<file path="src/lsws_pkg.sv">
// ----------------------------------------------------------------------------
// lsws_pkg
// Types and constants shared by the stream window scheduler and its checker.
// ----------------------------------------------------------------------------
`default_nettype none

package lsws_pkg;

	localparam int IDX_W  = 24;
	localparam int ADV_W  = 32;
	localparam int KIND_W = 2;
	localparam int CFG_W  = 2;
	localparam int FILL_W = 4;

	// item kinds
	localparam logic [KIND_W-1:0] KIND_SCHEDULE = 2'd0;
	localparam logic [KIND_W-1:0] KIND_POP      = 2'd1;
	localparam logic [KIND_W-1:0] KIND_ADVANCE  = 2'd2;
	localparam logic [KIND_W-1:0] KIND_RESTART  = 2'd3;

	// configuration register indexes
	localparam logic [CFG_W-1:0] REG_TOTAL_SAMPLES = 2'd0;
	localparam logic [CFG_W-1:0] REG_LOOP_ENABLE   = 2'd1;
	localparam logic [CFG_W-1:0] REG_START_CURSOR  = 2'd2;
	localparam logic [CFG_W-1:0] REG_MAX_SAMPLES   = 2'd3;

	typedef enum logic [1:0] {
		ST_IDLE,
		ST_EVAL,
		ST_DIV,
		ST_DONE
	} state_t;

	typedef struct packed {
		logic [IDX_W-1:0] start;
		logic [IDX_W-1:0] count;
		logic [IDX_W-1:0] next;
		logic             at_end;
		logic             wrap;
	} plan_t;

	typedef struct packed {
		logic  ok;
		plan_t plan;
	} result_t;

endpackage

`default_nettype wire

</file>
<file path="src/looping_stream_window_scheduler.sv">
// ----------------------------------------------------------------------------
// looping_stream_window_scheduler
// Play cursor over a sample buffer with a ring queue of planned refill windows.
// ----------------------------------------------------------------------------
// Usage:
//   input channel item_valid/item_ready carries one word of kind,
//   requested_samples and advance_samples; the result channel
//   result_valid/result_ready returns exactly one word per item.
//   configuration is written through cfg_we/cfg_index/cfg_data while idle.
// Sequence:
//   schedule, pop, restart and non-wrapping advance: the item is evaluated in
//   ST_EVAL, its result is loaded into the output register from ST_DONE, and
//   the next item is taken in ST_IDLE after that. a looping advance that passes
//   the buffer end first runs the modulo through a one-bit-per-cycle divider.
// Stall:
//   the result sits in an output register; a new item is accepted while it
//   waits, but that item's result holds in the sequencer until the output
//   register is taken.
// Reset:
//   arst_n clears the config registers, state, cursor, queue pointers and the output valid.
//   the plan memory is not cleared; only written entries are ever popped.
// ----------------------------------------------------------------------------
`default_nettype none

module looping_stream_window_scheduler
	import lsws_pkg::*;
#(
	parameter int QUEUE_DEPTH = 8
) (
	input  wire logic              clk,
	input  wire logic              arst_n,

	input  wire logic              cfg_we,
	input  wire logic [CFG_W-1:0]  cfg_index,
	input  wire logic [IDX_W-1:0]  cfg_data,

	input  wire logic              item_valid,
	output logic                   item_ready,
	input  wire logic [KIND_W-1:0] kind,
	input  wire logic [IDX_W-1:0]  requested_samples,
	input  wire logic [ADV_W-1:0]  advance_samples,

	output logic                   result_valid,
	input  wire logic              result_ready,
	output logic                   ok,
	output logic [IDX_W-1:0]       window_start,
	output logic [IDX_W-1:0]       window_count,
	output logic [IDX_W-1:0]       window_next,
	output logic                   reached_end,
	output logic                   wrapped,
	output logic [IDX_W-1:0]       cursor_now,
	output logic [FILL_W-1:0]      queue_fill
);

	localparam int CNT_W  = $clog2(QUEUE_DEPTH + 1);
	localparam int PTR_W  = (QUEUE_DEPTH > 1) ? $clog2(QUEUE_DEPTH) : 1;
	localparam int SUM_W  = CNT_W + 1;
	localparam int STEP_W = $clog2(ADV_W);

	localparam logic [CNT_W-1:0]  DEPTH_CNT = CNT_W'(QUEUE_DEPTH);
	localparam logic [SUM_W-1:0]  DEPTH_SUM = SUM_W'(QUEUE_DEPTH);
	localparam logic [PTR_W-1:0]  LAST_PTR  = PTR_W'(QUEUE_DEPTH - 1);
	localparam logic [STEP_W-1:0] LAST_STEP = STEP_W'(ADV_W - 1);

	// configuration
	logic [IDX_W-1:0] total_q;
	logic             loop_q;
	logic [IDX_W-1:0] start_q;
	logic [IDX_W-1:0] max_q;

	// sequencer and state
	state_t            state_q, state_d;
	logic [KIND_W-1:0] kind_q;
	logic [IDX_W-1:0]  req_q;
	logic [ADV_W-1:0]  adv_q;
	logic [IDX_W-1:0]  cursor_q;
	logic [PTR_W-1:0]  head_q;
	logic [CNT_W-1:0]  count_q;
	result_t           res_q;

	// plan memory
	plan_t plan_mem_q [QUEUE_DEPTH];
	plan_t rd_q;

	// divider
	logic [IDX_W-1:0]  rem_q;
	logic [ADV_W-1:0]  quo_q;
	logic [STEP_W-1:0] step_q;
	logic [IDX_W:0]    trial;
	logic [IDX_W:0]    trial_diff;
	logic [IDX_W-1:0]  rem_next;

	// output register
	logic              result_valid_q;
	result_t           out_q;
	logic [IDX_W-1:0]  out_cursor_q;
	logic [FILL_W-1:0] out_fill_q;

	// sequencer controls
	logic do_accept, do_eval, do_step, do_load;

	// evaluation
	logic             sok, at_total, cur_over, req_end, adv_end;
	logic [IDX_W-1:0] base, avail, cnt, sched_next, adv_sum;
	logic [ADV_W-1:0] dividend;
	logic [SUM_W-1:0] tail_sum;
	logic [PTR_W-1:0] tail_ptr, head_inc;
	result_t          ev_res;
	logic             ev_cur_we, ev_push, ev_pop, ev_clear, ev_div;
	logic [IDX_W-1:0] ev_cur_d;

	always_comb begin
		sok        = (total_q != '0) && (max_q != '0) && (total_q <= max_q);
		at_total   = cursor_q == total_q;
		cur_over   = cursor_q > total_q;
		base       = at_total ? '0 : cursor_q;
		avail      = total_q - base;
		req_end    = req_q >= avail;
		cnt        = req_end ? avail : req_q;
		sched_next = req_end ? (loop_q ? '0 : total_q) : base + req_q;
		adv_end    = adv_q >= ADV_W'(avail);
		adv_sum    = base + adv_q[IDX_W-1:0];
		dividend   = adv_q - ADV_W'(avail);
		tail_sum   = SUM_W'(head_q) + SUM_W'(count_q);
		tail_ptr   = (tail_sum >= DEPTH_SUM) ? PTR_W'(tail_sum - DEPTH_SUM)
			: PTR_W'(tail_sum);
		head_inc   = (head_q == LAST_PTR) ? '0 : head_q + PTR_W'(1);
	end

	always_comb begin
		ev_res    = '0;
		ev_cur_we = 1'b0;
		ev_cur_d  = cursor_q;
		ev_push   = 1'b0;
		ev_pop    = 1'b0;
		ev_clear  = 1'b0;
		ev_div    = 1'b0;
		case (kind_q)
			KIND_SCHEDULE: begin
				if (count_q < DEPTH_CNT && sok && req_q != '0 && req_q <= max_q
						&& !cur_over && !(at_total && !loop_q)) begin
					ev_res.ok          = 1'b1;
					ev_res.plan.start  = base;
					ev_res.plan.count  = cnt;
					ev_res.plan.next   = sched_next;
					ev_res.plan.at_end = req_end;
					ev_res.plan.wrap   = at_total || (loop_q && req_end);
					ev_push            = 1'b1;
					ev_cur_we          = 1'b1;
					ev_cur_d           = sched_next;
				end
			end
			KIND_POP: begin
				if (count_q != '0) begin
					ev_res.ok   = 1'b1;
					ev_res.plan = rd_q;
					ev_pop      = 1'b1;
				end
			end
			KIND_ADVANCE: begin
				if (sok && !cur_over) begin
					ev_res.ok = 1'b1;
					if (!loop_q && at_total) begin
						ev_res.plan.at_end = 1'b1;
					end else if (!loop_q) begin
						ev_res.plan.at_end = adv_end;
						ev_cur_we          = 1'b1;
						ev_cur_d           = adv_end ? total_q : adv_sum;
					end else begin
						ev_res.plan.at_end = adv_end;
						ev_res.plan.wrap   = at_total || adv_end;
						// past the end: cursor comes from the divider
						ev_div             = adv_end;
						ev_cur_we          = !adv_end;
						ev_cur_d           = adv_sum;
					end
				end
			end
			KIND_RESTART: begin
				if (sok && start_q <= total_q) begin
					ev_res.ok = 1'b1;
					ev_cur_we = 1'b1;
					ev_cur_d  = start_q;
					ev_clear  = 1'b1;
				end
			end
			default: begin
				ev_res = '0;
			end
		endcase
	end

	// one restoring remainder step per cycle
	always_comb begin
		trial      = {rem_q, quo_q[ADV_W-1]};
		trial_diff = trial - {1'b0, total_q};
		rem_next   = trial_diff[IDX_W] ? trial[IDX_W-1:0] : trial_diff[IDX_W-1:0];
	end

	// next state
	always_comb begin
		state_d = state_q;
		case (state_q)
			ST_IDLE: begin
				if (item_valid) state_d = ST_EVAL;
			end
			ST_EVAL: begin
				state_d = ev_div ? ST_DIV : ST_DONE;
			end
			ST_DIV: begin
				if (step_q == '0) state_d = ST_DONE;
			end
			ST_DONE: begin
				if (!result_valid_q || result_ready) state_d = ST_IDLE;
			end
			default: begin
				state_d = ST_IDLE;
			end
		endcase
	end

	// sequencer outputs
	always_comb begin
		item_ready = 1'b0;
		do_eval    = 1'b0;
		do_step    = 1'b0;
		do_load    = 1'b0;
		case (state_q)
			ST_IDLE: item_ready = 1'b1;
			ST_EVAL: do_eval = 1'b1;
			ST_DIV:  do_step = 1'b1;
			ST_DONE: do_load = !result_valid_q || result_ready;
			default: item_ready = 1'b0;
		endcase
		do_accept = item_ready && item_valid;
	end

	always_ff @(posedge clk or negedge arst_n) begin
		if (!arst_n) begin
			total_q        <= '0;
			loop_q         <= 1'b0;
			start_q        <= '0;
			max_q          <= '0;
			state_q        <= ST_IDLE;
			cursor_q       <= '0;
			head_q         <= '0;
			count_q        <= '0;
			step_q         <= '0;
			result_valid_q <= 1'b0;
		end else begin
			if (cfg_we) begin
				case (cfg_index)
					REG_TOTAL_SAMPLES: total_q <= cfg_data;
					REG_LOOP_ENABLE:   loop_q  <= cfg_data[0];
					REG_START_CURSOR:  start_q <= cfg_data;
					REG_MAX_SAMPLES:   max_q   <= cfg_data;
					default:           total_q <= total_q;
				endcase
			end
			state_q <= state_d;
			if (do_eval) begin
				if (ev_cur_we) cursor_q <= ev_cur_d;
				if (ev_push) count_q <= count_q + CNT_W'(1);
				if (ev_pop) begin
					count_q <= count_q - CNT_W'(1);
					head_q  <= head_inc;
				end
				if (ev_clear) begin
					count_q <= '0;
					head_q  <= '0;
				end
				if (ev_div) step_q <= LAST_STEP;
			end
			if (do_step) begin
				step_q <= step_q - STEP_W'(1);
				if (step_q == '0) cursor_q <= rem_next;
			end
			if (do_load) begin
				result_valid_q <= 1'b1;
			end else if (result_ready) begin
				result_valid_q <= 1'b0;
			end
		end
	end

	// payload registers
	always_ff @(posedge clk) begin
		if (do_accept) begin
			kind_q <= kind;
			req_q  <= requested_samples;
			adv_q  <= advance_samples;
		end
		if (do_eval) begin
			res_q <= ev_res;
			rem_q <= '0;
			quo_q <= dividend;
		end
		if (do_step) begin
			rem_q <= rem_next;
			quo_q <= {quo_q[ADV_W-2:0], 1'b0};
		end
		if (do_load) begin
			out_q        <= res_q;
			out_cursor_q <= cursor_q;
			out_fill_q   <= FILL_W'(count_q);
		end
	end

	// plan memory: one write port, one registered read port at the head
	always_ff @(posedge clk) begin
		if (do_eval && ev_push) plan_mem_q[tail_ptr] <= ev_res.plan;
	end

	always_ff @(posedge clk) begin
		rd_q <= plan_mem_q[head_q];
	end

	assign result_valid = result_valid_q;
	assign ok           = out_q.ok;
	assign window_start = out_q.plan.start;
	assign window_count = out_q.plan.count;
	assign window_next  = out_q.plan.next;
	assign reached_end  = out_q.plan.at_end;
	assign wrapped      = out_q.plan.wrap;
	assign cursor_now   = out_cursor_q;
	assign queue_fill   = out_fill_q;

endmodule

`default_nettype wire

</file>
<file path="config.mk">
export PLATFORM = sky130hd
export DESIGN_NAME = looping_stream_window_scheduler
export DESIGN_NICKNAME = d
export VERILOG_FILES = /design/src/lsws_pkg.sv /design/src/looping_stream_window_scheduler.sv
export SDC_FILE = /design/constraint.sdc
export NUM_CORES = 2
export LEC_CHECK = 0
export BUFFER_PORTS_ARGS = -buffer_cell sky130_fd_sc_hd__buf_2
export CAP_MARGIN = 25
export CORE_MARGIN = 2
export CORE_UTILIZATION = 56
export DETAILED_ROUTE_END_ITERATION = 7
export GPL_TIMING_DRIVEN = 0
export PLACE_DENSITY = 0.8
export SYNTH_ARGS = -nofsm -noshare
export SYNTH_HDL_FRONTEND = slang
export SYNTH_SLANG_ARGS = --single-unit
</file>
<file path="constraint.sdc">
create_clock -name clk -period 6.6 [get_ports clk]
set_input_delay 0.33 -clock clk [delete_from_list [all_inputs] [get_ports clk]]
set_output_delay 0.33 -clock clk [all_outputs]
set_load 0.01 [all_outputs]
</file>
==> flow_summary.yaml <==
floorplanning:
  die_height_um: 300
  design.portCount: 194
  coreArea_mm2: 0.0868
  starting_utilization_of_the_core_area: 0.564
  row_count: 108
  die_width_um: 300
  design.die.area_mm2: 0.0898
worst_setup_path:
  critPathMaxStageDelay_ns: 0.43
  path_class: "register to register"
  critical_path_startpoint_category: "register"
  critical_path.reg2reg.startpoint: "total_q[2]"
  critPathMostFrequentCell: "sky130_fd_sc_hd__or3_4"
  critPathMaxFanout: 6
  critPathRequiredTime_ns: 7.22
  critPathArrivalTime_ns: 7.73
  rr_endpoint: "cursor_q[16]"
  number_of_cells_on_the_worst_reg_to_reg_path: 28
  reg2reg_slack_ns: -0.51
  critPathSlowestCell: "sky130_fd_sc_hd__or4_4"
  worst_setup_path_end_kind: "register"
drt:
  vias: 34016
  totalWireLength_um: 155000
  drt_first_iter_violations: 4276
  routed_via_density: 6.51
  ant_nets: 0
  first_pass_iters: 7
  wire_per_inst_um: 29.6
  drcViolationCount: 0
timing:
  fin_worst_skew_ns: 0.0551
  timing.hold.ws_ns: 0.0436
  worst_slew_pin_slew_ns: 1.21
  top_achievable_clock_speed_ghz: 0.141
  min_period_over_period: 1.08
  rsz0062_at_grt: "true"
  timing.max_slew.rel_slack: 0.196
  final-setup-viol-count: 466
  finalSetupTns_ns: -131.57
  slew_violations: 0
  hold_viol_final: 0
  fin_ws_ns: -0.511
  final_critical_path_required_period_ns: 7.11
global_route:
  first_pass_grt_wire_length_um: 219000
  globalRoute.totalOverflow: 0
  grt.total_usage: 0.336
  first_global_vias: 32868
  largest_net_degree_at_the_start_of_global_routing: 85
  grt_antenna_before_repair: 3
final_layout:
  layout.core_utilization: 0.692
  layout-drive-gt1-share: 0.287
  final_net_count: 4312
  flow.area_growth_from_synthesis_pct: 22.7
clocking:
  max-clock-path-buffers: 3
  cts_num_sinks: 1070
  cts.clk_slew.worst_paths_ns: 0.06
  clk_root_buffer_cell: "sky130_fd_sc_hd__clkbuf_16"
  cts-htree-levels: 3
  cts_inserted_buffers: 104
  clk-insertion-delay-late_ns: 0.70
  tritoncts_clock_tree: "done"
place:
  port-buffer-count: 193
  dp_hpwl_um: 105000
  place_congestion: 1.02
  preCtsSetupSlack_ns: -3.36
synth:
  most_frequent_cell_after_synthesis: "sky130_fd_sc_hd__edfxtp_1"
  syn-mean-instance-area_um2: 14.4
  synth.distinct_cells: 85
  synth_commonest_cells: "sky130_fd_sc_hd__edfxtp_1, sky130_fd_sc_hd__nand2_1, sky130_fd_sc_hd__ha_1, sky130_fd_sc_hd__o21ai_0, sky130_fd_sc_hd__mux4_2"
  synth-seq-cells: 1070
  synth_enable_flop_cells: 883
  synth.area.top_cells: "sky130_fd_sc_hd__edfxtp_1, sky130_fd_sc_hd__mux4_2, sky130_fd_sc_hd__ha_1"
  syn_area_mm2: 0.0489
  postSynth.asyncResetShare: 0.105
  netlist.top_cell.by_area: "sky130_fd_sc_hd__edfxtp_1"
  synth_sequential_area_ratio: 0.630
  yosys_warnings: 0
  synth_cells: 3388
  post_syn_nets: 3728
  synth_largest_type_area_fraction: 0.542
  yosys_most_used_dff: "sky130_fd_sc_hd__edfxtp_1"
hold_path:
  worst_hold_end: "total_q[10]"
  holdCritPathClass: "input port to register"
  hold-path-cell-count: 3
  hold_start: "cfg_data[10]"
pwr:
  power.density_mw_per_mm2: 530
  peakVddDrop_uv: 387
  totalPowerFinal_mw: 31.8
  leakage_nw: 22.2
run_status:
  violated_checks: "setup timing"
  outcome: "complete, but fails checks"
flow_run:
  maxCapViolations: 0
## timing repair
| item | 4_1_cts | 5_1_grt |
|---|---|---|
| hold endpoints to repair | 222 | 0 |
| buffers inserted | 89 | 57 |
| pin swaps | 74 | 66 |
| cloned | 5 | 9 |
| endpoints found under the setup margin | 500 | 491 |
| hold buffers | 81 | 0 |
| resized for setup | 351 | 127 |
## sequential cells by signal, summed over array words and instances (netlist names), 5 cells and up
name	count
quo_q	32
plan_mem_q	592
cursor_now	24
adv_q	32
res_q	75
rd_q	74
start_q	24
max_q	24
window_count	24
window_start	24
total_q	24
cursor_q	24
rem_q	24
step_q	5
window_next	24
req_q	24
## cell families after synthesis
logic type	synth area share
compound gates	0.0947
simple gates	0.0669
flops	0.630
buf+inv	0.0189
mux	0.104
xor+xnor	0.0208
fa+ha+maj	0.0652
## final cells by class
cell class	count	area [um2]
Sequential cell	1070	30900
Fill cell	5644	26700
Multi-Input combinational cell	2085	19200
Timing Repair Buffer	470	3880
Clock buffer	131	2780
Tap cell	1155	1450
Clock inverter	67	757
Buffer	116	632
Inverter	125	500
Antenna cell	3	7.51
## per-layer routing
layer	global-route usage	up-vias	routed length, um
met3	0.0695	424	16600
met4	0.182	2	9490
met5	0	-	13
met2	0.516	2218	70000
li1	-	14387	-
met1	0.455	16985	58500
## power breakdown
| group | total, mW | internal [mW] | switching (mW) |
|---|---|---|---|
| combinational | 15.9 | 6.17 | 9.73 |
| sequential | 9.77 | 9.01 | 0.761 |
| clock | 6.16 | 3.49 | 2.68 |
## worst max-delay path, delay by kind of cell (launching register included)
kind | cells | cell delay, ns
fa+ha+maj | 3 | 0.73
compound gates | 10 | 2.14
simple gates | 9 | 2.60
flops | 1 | 0.39
buf+inv | 5 | 1.06
xor+xnor | 1 | 0.10
## how the worst max path moves through the flow
stage	depth (start not counted)	slack, ns	end	startpoint
final	28	-0.51	cursor_q[16]	total_q[2]
after global routing	29	-0.61	cursor_q[13]	total_q[2]
after CTS	31	-0.38	cursor_q[14]	total_q[18]
after detailed placement	30	-3.36	res_q[19]	total_q[23]
after global placement	6	-5.82	plan_mem_q[4][42]	state_q[1]
after floorplan	6	-0.30	plan_mem_q[0][0]	state_q[1]
## layout by cell type, fill, tap and decap left out, types with 31 or more instances in the layout
cell type	count
sky130_fd_sc_hd__edfxtp_1	883
sky130_fd_sc_hd__nand2_1	233
sky130_fd_sc_hd__ha_1	221
sky130_fd_sc_hd__buf_2	196
sky130_fd_sc_hd__o21ai_0	156
sky130_fd_sc_hd__mux4_2	148
sky130_fd_sc_hd__buf_4	132
sky130_fd_sc_hd__nor2_1	129
sky130_fd_sc_hd__mux2_2	123
sky130_fd_sc_hd__clkbuf_16	111
sky130_fd_sc_hd__inv_1	110
sky130_fd_sc_hd__a21oi_1	105
sky130_fd_sc_hd__clkbuf_1	101
sky130_fd_sc_hd__dlygate4sd3_1	81
sky130_fd_sc_hd__dfrtp_1	80
sky130_fd_sc_hd__dfxtp_1	75
sky130_fd_sc_hd__xnor2_1	62
sky130_fd_sc_hd__a21o_1	57
sky130_fd_sc_hd__nor3_1	46
sky130_fd_sc_hd__nand3_1	43
sky130_fd_sc_hd__xor2_1	41
sky130_fd_sc_hd__nor2b_1	37
sky130_fd_sc_hd__o21ai_2	36
sky130_fd_sc_hd__mux2i_1	33
sky130_fd_sc_hd__dfrtp_2	32
sky130_fd_sc_hd__o21a_1	31
## per-stage QoR
stage | cell area, um2 | instances
after detailed placement | 52200 | 4772
after CTS | 58800 | 5145
after global routing | 60000 | 5219
final | 60000 | 5222
after global placement | 51400 | 4736
after floorplan | 49000 | 3388
Power figures use the tool's default switching activity.
